File: src/rtl/core/frc_pkg.sv
// Shared types, codes and reset values of the fragment reassembly checker.
package frc_pkg;

    localparam int COUNT_WIDTH_DEFAULT = 24;
    localparam int CFG_WIDTH = 24;
    localparam int CFG_INDEX_WIDTH = 2;

    localparam logic [7:0] MORE_TYPE_RESET = 8'd2;
    localparam logic [7:0] END_TYPE_RESET = 8'd3;
    localparam logic [23:0] MAX_BYTES_RESET = 24'd1048576;

    typedef enum logic [CFG_INDEX_WIDTH-1:0] {
        REG_MORE_TYPE = 2'd0,
        REG_END_TYPE  = 2'd1,
        REG_MAX_BYTES = 2'd2
    } reg_index_t;

    typedef enum logic [1:0] {
        STATUS_NONE      = 2'd0,
        STATUS_COMPLETE  = 2'd1,
        STATUS_DISCARDED = 2'd2,
        STATUS_ERROR     = 2'd3
    } status_t;

    typedef struct packed {
        logic [7:0]  more_code;
        logic [7:0]  end_code;
        logic [23:0] max_bytes;
    } cfg_t;

    typedef struct packed {
        logic [7:0] data_byte;
        logic       frame_first;
        logic       frame_last;
        logic       frame_empty;
    } item_t;

    typedef struct packed {
        logic [7:0] out_byte;
        logic       out_valid;
        logic       msg_first;
        status_t    status;
    } result_t;

endpackage

File: src/rtl/core/fragment_reassembly_checker_unit.sv
// Fragment reassembly checker: top level with input and result registers.
//
// Takes one frame byte per item and returns one result item per input item, at up to one
// item per clock while the output side keeps up. An accepted item waits in the input
// register, is classified and updates the reassembly state as it moves into the result
// register. The result register decouples the sides: a new item is taken while a finished
// result waits, and only a full pipeline with the output stalled holds off input.
// Configuration registers take effect on the next item; they must be written while no
// item is in flight, and the block itself does not enforce this.
module fragment_reassembly_checker_unit #(
    parameter int COUNT_WIDTH = frc_pkg::COUNT_WIDTH_DEFAULT
) (
    input  logic                                 clk,
    input  logic                                 rst_n,
    input  logic                                 s_tvalid,
    output logic                                 s_tready,
    input  logic [7:0]                           s_tdata,   // [7:0] data_byte
    input  logic                                 s_tlast,   // frame_last
    input  logic [1:0]                           s_tuser,   // [0] frame_first, [1] frame_empty
    output logic                                 m_tvalid,
    input  logic                                 m_tready,
    output logic [7:0]                           m_tdata,   // [7:0] out_byte
    output logic [3:0]                           m_tuser,   // [0] out_valid, [1] msg_first,
                                                            // [3:2] status
    input  logic                                 cfg_we,
    input  logic [frc_pkg::CFG_INDEX_WIDTH-1:0]  cfg_index,
    input  logic [frc_pkg::CFG_WIDTH-1:0]        cfg_data
);

    frc_pkg::cfg_t    cfg;
    frc_pkg::item_t   in_item_reg;
    logic             in_valid_reg;
    frc_pkg::result_t result;
    frc_pkg::result_t out_reg;
    logic             out_valid_reg;
    logic             advance;

    assign advance  = in_valid_reg && (!out_valid_reg || m_tready);
    assign s_tready = !in_valid_reg || advance;

    frc_cfg u_cfg (
        .clk       (clk),
        .rst_n     (rst_n),
        .cfg_we    (cfg_we),
        .cfg_index (cfg_index),
        .cfg_data  (cfg_data),
        .cfg       (cfg)
    );

    frc_step #(
        .COUNT_WIDTH (COUNT_WIDTH)
    ) u_step (
        .clk     (clk),
        .rst_n   (rst_n),
        .advance (advance),
        .item    (in_item_reg),
        .cfg     (cfg),
        .result  (result)
    );

    always_ff @(posedge clk or negedge rst_n)
    begin
        if (!rst_n)
        begin
            in_valid_reg  <= 1'b0;
            out_valid_reg <= 1'b0;
        end
        else
        begin
            if (s_tvalid && s_tready)
                in_valid_reg <= 1'b1;
            else if (advance)
                in_valid_reg <= 1'b0;
            if (advance)
                out_valid_reg <= 1'b1;
            else if (m_tready)
                out_valid_reg <= 1'b0;
        end
    end

    always_ff @(posedge clk)
    begin
        if (s_tvalid && s_tready)
        begin
            in_item_reg.data_byte   <= s_tdata;
            in_item_reg.frame_first <= s_tuser[0];
            in_item_reg.frame_last  <= s_tlast;
            in_item_reg.frame_empty <= s_tuser[1];
        end
        if (advance)
            out_reg <= result;
    end

    assign m_tvalid = out_valid_reg;
    assign m_tdata  = out_reg.out_byte;
    assign m_tuser  = {out_reg.status, out_reg.msg_first, out_reg.out_valid};

`ifndef SYNTHESIS
    a_first_needs_valid: assert property (@(posedge clk) disable iff (!rst_n)
        m_tvalid && m_tuser[1] |-> m_tuser[0])
        else $error("msg_first without out_valid");

    a_idle_byte_zero: assert property (@(posedge clk) disable iff (!rst_n)
        m_tvalid && !m_tuser[0] |-> m_tdata == 8'd0)
        else $error("out_byte set on an invalid byte");

    a_stall_means_full: assert property (@(posedge clk) disable iff (!rst_n)
        !s_tready |-> in_valid_reg && m_tvalid && !m_tready)
        else $error("input held off with room in the pipeline");

    a_empty_gives_zero: assert property (@(posedge clk) disable iff (!rst_n)
        advance && in_item_reg.frame_empty |=> m_tvalid && m_tuser == 4'd0 && m_tdata == 8'd0)
        else $error("empty frame item gave a non-zero result");
`endif

endmodule

File: src/rtl/core/frc_cfg.sv
// Configuration registers of the fragment reassembly checker.
module frc_cfg (
    input  logic                                 clk,
    input  logic                                 rst_n,
    input  logic                                 cfg_we,
    input  logic [frc_pkg::CFG_INDEX_WIDTH-1:0]  cfg_index,
    input  logic [frc_pkg::CFG_WIDTH-1:0]        cfg_data,
    output frc_pkg::cfg_t                        cfg
);

    frc_pkg::cfg_t cfg_reg;
    frc_pkg::cfg_t cfg_next;

    always_comb
    begin
        cfg_next = cfg_reg;
        if (cfg_we)
        begin
            unique case (frc_pkg::reg_index_t'(cfg_index))
                frc_pkg::REG_MORE_TYPE: cfg_next.more_code = cfg_data[7:0];
                frc_pkg::REG_END_TYPE:  cfg_next.end_code = cfg_data[7:0];
                frc_pkg::REG_MAX_BYTES: cfg_next.max_bytes = cfg_data[23:0];
                default: cfg_next = cfg_reg;
            endcase
        end
    end

    always_ff @(posedge clk or negedge rst_n)
    begin
        if (!rst_n)
        begin
            cfg_reg.more_code <= frc_pkg::MORE_TYPE_RESET;
            cfg_reg.end_code  <= frc_pkg::END_TYPE_RESET;
            cfg_reg.max_bytes <= frc_pkg::MAX_BYTES_RESET;
        end
        else
        begin
            cfg_reg <= cfg_next;
        end
    end

    assign cfg = cfg_reg;

endmodule

File: src/rtl/core/frc_step.sv
// Frame classification, reassembly state and size check for one item.
module frc_step #(
    parameter int COUNT_WIDTH = frc_pkg::COUNT_WIDTH_DEFAULT
) (
    input  logic             clk,
    input  logic             rst_n,
    input  logic             advance,
    input  frc_pkg::item_t   item,
    input  frc_pkg::cfg_t    cfg,
    output frc_pkg::result_t result
);

    localparam int CMP_WIDTH = (COUNT_WIDTH > 24) ? COUNT_WIDTH : 24;

    typedef enum logic [2:0] {
        MODE_IDLE = 3'd0,
        MODE_TYPE = 3'd1,
        MODE_FRAG = 3'd2,
        MODE_PASS = 3'd3,
        MODE_SKIP = 3'd4
    } mode_t;

    mode_t                  mode_reg, mode_next;
    logic                   reasm_reg, reasm_next;
    logic                   end_open_reg, end_open_next;
    logic [COUNT_WIDTH-1:0] count_reg, count_next;
    logic [7:0]             type_reg, type_next;

    logic                   nested;
    logic                   over_limit;
    logic                   valid;
    logic                   first;
    frc_pkg::status_t       status;

    assign nested = (type_reg == cfg.more_code) || (type_reg == cfg.end_code);
    assign over_limit = (CMP_WIDTH'(count_reg) >= CMP_WIDTH'(cfg.max_bytes)) || (&count_reg);

    always_comb
    begin
        mode_next     = mode_reg;
        reasm_next    = reasm_reg;
        end_open_next = end_open_reg;
        count_next    = count_reg;
        type_next     = type_reg;
        valid         = 1'b0;
        first         = 1'b0;
        status        = frc_pkg::STATUS_NONE;
        if (!item.frame_empty)
        begin
            if (item.frame_first)
            begin
                end_open_next = 1'b0;
                if (item.data_byte == cfg.more_code)
                begin
                    if (reasm_reg)
                        mode_next = MODE_FRAG;
                    else
                        mode_next = item.frame_last ? MODE_IDLE : MODE_TYPE;
                end
                else if (item.data_byte == cfg.end_code)
                begin
                    if (reasm_reg)
                    begin
                        end_open_next = 1'b1;
                        mode_next = MODE_FRAG;
                        if (item.frame_last)
                        begin
                            reasm_next = 1'b0;
                            end_open_next = 1'b0;
                            status = nested ? frc_pkg::STATUS_ERROR : frc_pkg::STATUS_COMPLETE;
                        end
                    end
                    else
                    begin
                        status = frc_pkg::STATUS_ERROR;
                        mode_next = MODE_SKIP;
                    end
                end
                else if (reasm_reg)
                begin
                    reasm_next = 1'b0;
                    status = frc_pkg::STATUS_ERROR;
                    mode_next = MODE_SKIP;
                end
                else
                begin
                    valid = 1'b1;
                    first = 1'b1;
                    mode_next = MODE_PASS;
                    if (item.frame_last)
                        status = frc_pkg::STATUS_COMPLETE;
                end
            end
            else
            begin
                unique case (mode_reg)
                    MODE_IDLE:
                    begin
                        mode_next = mode_reg;
                    end
                    MODE_TYPE:
                    begin
                        valid = 1'b1;
                        first = 1'b1;
                        type_next = item.data_byte;
                        count_next = '0;
                        reasm_next = 1'b1;
                        mode_next = MODE_FRAG;
                    end
                    MODE_FRAG:
                    begin
                        if (over_limit)
                        begin
                            status = frc_pkg::STATUS_DISCARDED;
                            reasm_next = 1'b0;
                            end_open_next = 1'b0;
                            mode_next = MODE_SKIP;
                        end
                        else
                        begin
                            count_next = count_reg + COUNT_WIDTH'(1);
                            valid = 1'b1;
                            if (item.frame_last && end_open_reg)
                            begin
                                reasm_next = 1'b0;
                                end_open_next = 1'b0;
                                status = nested ? frc_pkg::STATUS_ERROR
                                                : frc_pkg::STATUS_COMPLETE;
                            end
                        end
                    end
                    MODE_PASS:
                    begin
                        valid = 1'b1;
                        if (item.frame_last)
                            status = frc_pkg::STATUS_COMPLETE;
                    end
                    default:
                    begin
                        mode_next = mode_reg;
                    end
                endcase
            end
            if (item.frame_last)
                mode_next = MODE_IDLE;
        end
    end

    always_ff @(posedge clk or negedge rst_n)
    begin
        if (!rst_n)
        begin
            mode_reg     <= MODE_IDLE;
            reasm_reg    <= 1'b0;
            end_open_reg <= 1'b0;
            count_reg    <= '0;
            type_reg     <= '0;
        end
        else if (advance)
        begin
            mode_reg     <= mode_next;
            reasm_reg    <= reasm_next;
            end_open_reg <= end_open_next;
            count_reg    <= count_next;
            type_reg     <= type_next;
        end
    end

    assign result.out_byte  = valid ? item.data_byte : 8'd0;
    assign result.out_valid = valid;
    assign result.msg_first = first;
    assign result.status    = status;

endmodule
File: config.mk
export PLATFORM = sky130hd
export DESIGN_NAME = fragment_reassembly_checker_unit
export DESIGN_NICKNAME = d
export VERILOG_FILES = /design/src/rtl/core/frc_pkg.sv /design/src/rtl/core/fragment_reassembly_checker_unit.sv /design/src/rtl/core/frc_cfg.sv /design/src/rtl/core/frc_step.sv
export SDC_FILE = /design/constraint.sdc
export NUM_CORES = 1
export LEC_CHECK = 0
export BUFFER_PORTS_ARGS = -buffer_cell sky130_fd_sc_hd__buf_4
export CAP_MARGIN = 20
export CORE_ASPECT_RATIO = 1.5
export CORE_MARGIN = 4
export CORE_UTILIZATION = 54
export DETAILED_ROUTE_END_ITERATION = 8
export GPL_ROUTABILITY_DRIVEN = 0
export PLACE_DENSITY_LB_ADDON = 0.05
export SYNTH_ARGS = -nofsm -noshare
export SYNTH_HDL_FRONTEND = slang
export SYNTH_HIERARCHICAL = 1
export SYNTH_SLANG_ARGS = --single-unit
File: constraint.sdc
create_clock -name clk -period 2.47 [get_ports clk]
set_input_delay 0.494 -clock clk [delete_from_list [all_inputs] [get_ports clk]]
set_output_delay 0.494 -clock clk [all_outputs]
set_load 0.01 [all_outputs]
# After elaboration in Yosys (flattened, before gate mapping)
# Index checks and enable logic that the tools add are counted.
op_classes:
  add_sub_neg: 1
  order_cmp: 1
  eq_ne: 13
  n_mux: 46
  bitwise: 2
  reduce_logical: 27
op_table:
  columns: ["operator", "count"]
  rows:
  - ["24-bit one-hot mux with 2 select lines", 1]
  - ["8-bit equality test", 4]
  - ["24-bit by 1-bit adder with 24-bit output, second input constant", 1]
  - ["24-bit greater-or-equal comparator", 1]
  - ["24-bit two-way mux", 1]
  - ["24-bit AND reduction", 1]
  - ["1-bit two-way mux", 23]
  - ["3-bit two-way mux", 7]
  - ["2-bit two-way mux", 10]
  - ["4-bit AND reduction", 3]
  - ["5-bit AND reduction", 2]
  - ["2-bit nonzero test", 4]
  - ["3-bit by 2-bit equality test with 1-bit output, second input constant", 2]
  - ["3-bit one-hot mux with 2 select lines", 1]
  - ["2-bit AND reduction", 3]
  - ["3-bit nonzero test", 2]
  - ["1-bit logical OR", 4]
  - ["2-bit != test, second input constant", 2]
  - ["4-bit by 2-bit != test with 1-bit output, second input constant", 1]
  - ["4-bit by 3-bit != test with 1-bit output, second input constant", 1]
  - ["1-bit one-hot mux with 2 select lines", 2]
  - ["2-bit one-hot mux with 2 select lines", 1]
  - ["4-bit nonzero test", 1]
  - ["3-bit by 1-bit equality test with 1-bit output, second input constant", 1]
  - ["7 further kinds", 11]
word_totals:
  register_bits: 102
  inputBits: 42
  output_inout_bits: 14
  elab_cells: 108

# Logic depth before layout (Yosys ltp)
depth:
  depth_word: 8
  mapped_depth: 11
  depth_no_buf: 9

# Hierarchy
# Netlist, hierarchy kept.
by_module_without_submodules:
  columns: ["mod", "instances", "cells_per_inst", "area_each_um2", "seq_area_each_um2"]
  rows:
  - ["frc_step", 1, 387, 3150.5, 925.9]
  - ["frc_cfg", 1, 85, 1521.5, 1006.0]
  - ["fragment_reassembly_checker_unit", 1, 31, 794.5, 740.7]

# Worst setup path before layout
# No wires, ideal clock.
synth_timing:
  path_kind: "reg2reg"
  from: "register u_step.count_reg[17]"
  to: "register u_step.count_reg[5]"
  arrival_time_ns: 2.640
  slack_ns: -0.248
  stages_incl_launch_ff: 10
  synth_period_minus_slack_ns: 2.718
  path_cell_list: "dfrtp_1 ha_1 a21o_1 a221o_1 a221oi_2 nand2_2 o31a_4 buf_6 or4_1 a21oi_1"
synth_via:
  elab_chain_cells: 4
synth_rtl:
  columns: ["item", "line_no", "text"]
  rows:
  - ["from (decl)", "frc_step.sv:26", "logic [COUNT_WIDTH-1:0] count_reg, count_next;"]
  - ["from (signal assigned)", "frc_step.sv:164", "count_reg <= count_next;"]
  - ["24-bit greater-or-equal comparator or 24-bit AND reduction (tied branches)", "frc_step.sv:36", "assign over_limit = (CMP_WIDTH'(count_reg) >= CMP_WIDTH'(cfg.max_bytes)) || (&count_reg);"]
  - ["1-bit logical OR *", "frc_step.sv:36", null]
  - ["2-bit != test (no line) *", null, null]
  - ["5-bit AND reduction (no line) *", null, null]
# Mark *: on every way between the ends. The rest lies on a longest branch, timed or not.
# A chain may end at the register's enable or synchronous reset.

# Worst setup path in the final report
layout_timing:
  from: "register u_step.count_reg[17]"
  to: "register u_step.count_reg[20]"
layout_via:
  elab_chain_cells: 4
layout_rtl:
  columns: ["item", "line_no"]
  rows:
  - ["24-bit greater-or-equal comparator or 24-bit AND reduction (tied branches)", "frc_step.sv:36"]
  - ["1-bit logical OR", "frc_step.sv:36"]
  - ["2-bit != test (no line)", null]
  - ["5-bit AND reduction (no line)", null]
# Parallel ways exist; a longest one is shown, timed or not. The select of a mux whose other input is x is not followed.

==> qor.yml <==
start_util_pct: 55.8
pwr-share-clk_pct: 29.0
arrival_ps: 3040
timing.rr.end: "u_step/count_reg[20]"
slew_headroom_pct: 67.4
seq_area_frac_synth_pct: 48.9
core_sq_um: 9800
final_layout_size_suffix_gt1_share_pct: 34.6
crit_path_end_kind: "flop"
path_depth: 8
synth-seq-cells: 102
yosysTopAreaCell: "dfrtp_1"
wl_per_cell_microns: 18.3
powerDensity_nw_per_um2: 699
dpl_cell_area_sq_um: 6310
irDropWorstVdd_v: 0.000569
antenna_left: 0
areaGrowthSynthToFinish_pct: 26.4
p_switching_w: 0.00147
dieWidth_microns: 90.2
seqPwrFrac_pct: 46.1
final_common_cell: "buf_4"
antenna_cells: 0
path_class: "reg -> reg"
r2r-start: "u_step/count_reg[17]"
worst_slack_ps: -292
drtIter0Drc: 203
max_cap_viol_count: 0
synthFlopType: "dfrtp_1"
reg2reg_slack_ps: -290
num_io_pins: 56
start_kind: "flop"
power_w: 0.00483
r2r_cells: 8
grt_max_degree: 45
cts_sinks: 102
synth_top_area_share_pct: 34.3
stdcell_area_sq_um: 6910
crit_family: "compound AO/OA/AOI/OAI gates"
final_nets: 681
fin_skew_ps: 8.29
dpl.hpwl_microns: 9450
insertion_delay_ps: 350
drc: 0
clkTransAtPathRegs_ps: 70
synthArstFlopShare_pct: 77.5
root_buffer: "clkbuf_16"
largest_reg_flops: 40
avgSynthCellArea_sq_um: 10.9
numCtsBuffers: 9
p_sw_share_pct: 30.4
syn-cell-area_sq_um: 5470
synth_area_leaders: "dfrtp_1, edfxtp_1, mux2_2"
routed_via_density: 5.95
fmax_mhz: 362
rsz0062_at_grt: "yes"
hold_violations: 0
synth.distinct_cells: 55
htreeDepth: 3
slowest_stage: "or4_1"
grt_pass1_vias: 4441
dieArea_sq_um: 11800
drt_wl_total_microns: 13400
gr-total-overflow: 0
drv_slew: 0
routed-via-count: 4358
final_cell_mix: "buf_4, dfrtp_1, nand2_1"
rows: 44
status: "finished with violations"
crit_fanout: 11
hold_class: "in -> async"
dieHeight_microns: 131
netlist_instances: 503
fin_crit_ps: 2760
p_leak_nw: 3.06
antenna_found_initial: 0
crit_chain: "ha_1 -> a21o_1 -> a221o_1 -> a221oi_2 -> nand2_2 -> o31a_4 -> or4_1 -> a21oi_1"
critPathMaxStageDelay_ps: 520
dr.pass1.iters: 5
fill_cells: 742
port-buffer-count: 55
failed_checks: "negative setup slack"
cts_buffer_depth: 2
cts_tree: "done"
grt_pass1_wl_microns: 21400
combPwrFrac_pct: 24.9
synth_edf_count: 23
cp.buffers_inverters: 0
worst_slew_pin_slew_ps: 485
setup_viol: 36
syn-num-nets: 571
fin_crit_sh_pct: 112
yosysWarnings: 6
p_int_w: 0.00336
track_usage_pct: 22.6
cp.required_ps: 2750
-- synth_stat cells (2+ instances only) --
cell and number:
dfrtp_1 75, nand2_1 46, mux2_2 41, a21oi_1 37, inv_1 29, ha_1 26
xnor2_1 24, edfxtp_1 23, nand4_1 21, o21ai_0 17, o31ai_1 15, or4_1 15
and2_1 11, clkbuf_1 10, nand3_1 10, nor2_1 10, nand2b_1 9, and3_1 8
xor2_1 8, or3_1 7, a31oi_1 5, buf_4 4, dfstp_2 4, nor3_1 4
a2bb2oi_1 3, nor4_1 3, o21a_1 3, o22ai_1 3, a211oi_1 2, and4_1 2
nand3b_4 2, nor2b_1 2, o21bai_1 2
-- repair_timing --
action                                  4_1_cts  5_1_grt
gates resized for setup                      14       33
hold buffers                                  0        0
pin swaps                                     5       15
cloned                                        3        2
setup buffers                                 4        7
endpoints found under the setup margin       38       39
-- worst max-delay path by stage --
stage / startpoint / end
finish: u_step/count_reg[17] / u_step/count_reg[20]
global route: u_step/count_reg[17] / u_step/count_reg[20]
CTS: u_cfg/cfg[19] / u_step/reasm_reg
detailed placement: u_step/count_reg[14] / m_tdata[5]
global placement: u_step/count_reg[13] / m_tdata[0]
floorplan: u_step/count_reg[17] / u_step/count_reg[13]
-- cells by family (layout without fill, tap and decap cells) --
family / Yosys count / count (layout) / synth area share, %
AND/OR/NAND/NOR: 158 / 158 / 16.6
flip-flops: 102 / 102 / 48.9
AO/OA/AOI/OAI: 95 / 100 / 10.9
buffers and inverters: 47 / 157 / 3.66
multiplexers: 43 / 43 / 8.83
XOR/XNOR: 32 / 32 / 5.13
adder cells (fa/ha/maj): 26 / 26 / 5.95
-- metal layers --
metal  track usage, %  vias to the layer above  wire [microns]
met5                0                        -               0
met4             10.6                        0             437
met3             4.86                       31             592
met2             41.5                      146            7510
met1             24.6                     2108            4910
li1                 -                     2073               -
-- through the flow --
stage / instances / TNS (ps) / hold WS, ps / setup WS [ps] / util (%)
2_1_floorplan: 503 / -2270 / 198 / -121 / -
3_3_place_gp: 702 / -7550 / 476 / -280 / 64.4
3_5_place_dp: 702 / -9310 / 494 / -324 / 64.4
4_1_cts: 725 / -7920 / 115 / -279 / 68.7
5_1_grt: 733 / -10630 / 138 / -383 / 70.5
6_report: 733 / -7290 / 99.3 / -292 / 70.5
-- layout make-up --
| cell class | instances | area [sq um] | area share (%) |
|---|---|---|---|
| clock buffers | 11 | 255 | 3.69 |
| clock inverters | 5 | 40.0 | 0.579 |
| inverters | 30 | 113 | 1.63 |
| multi-input cells | 359 | 2820 | 40.8 |
| flip-flops and latches | 102 | 2670 | 38.7 |
| well taps | 115 | 144 | 2.08 |
| repair buffers | 111 | 868 | 12.6 |
-- power by group through the flow --
stage	combinational [W]	sequential, W	clock (W)
2_1_floorplan	0.000741	0.00219	0
3_5_place_dp	0.00105	0.00225	0
4_1_cts	0.00113	0.00222	0.00143
5_1_grt	0.00133	0.00226	0.00149
6_report	0.00120	0.00223	0.00140
3_3_place_gp	0.00101	0.00225	0
Note: power is estimated with default switching activity, not from simulation.
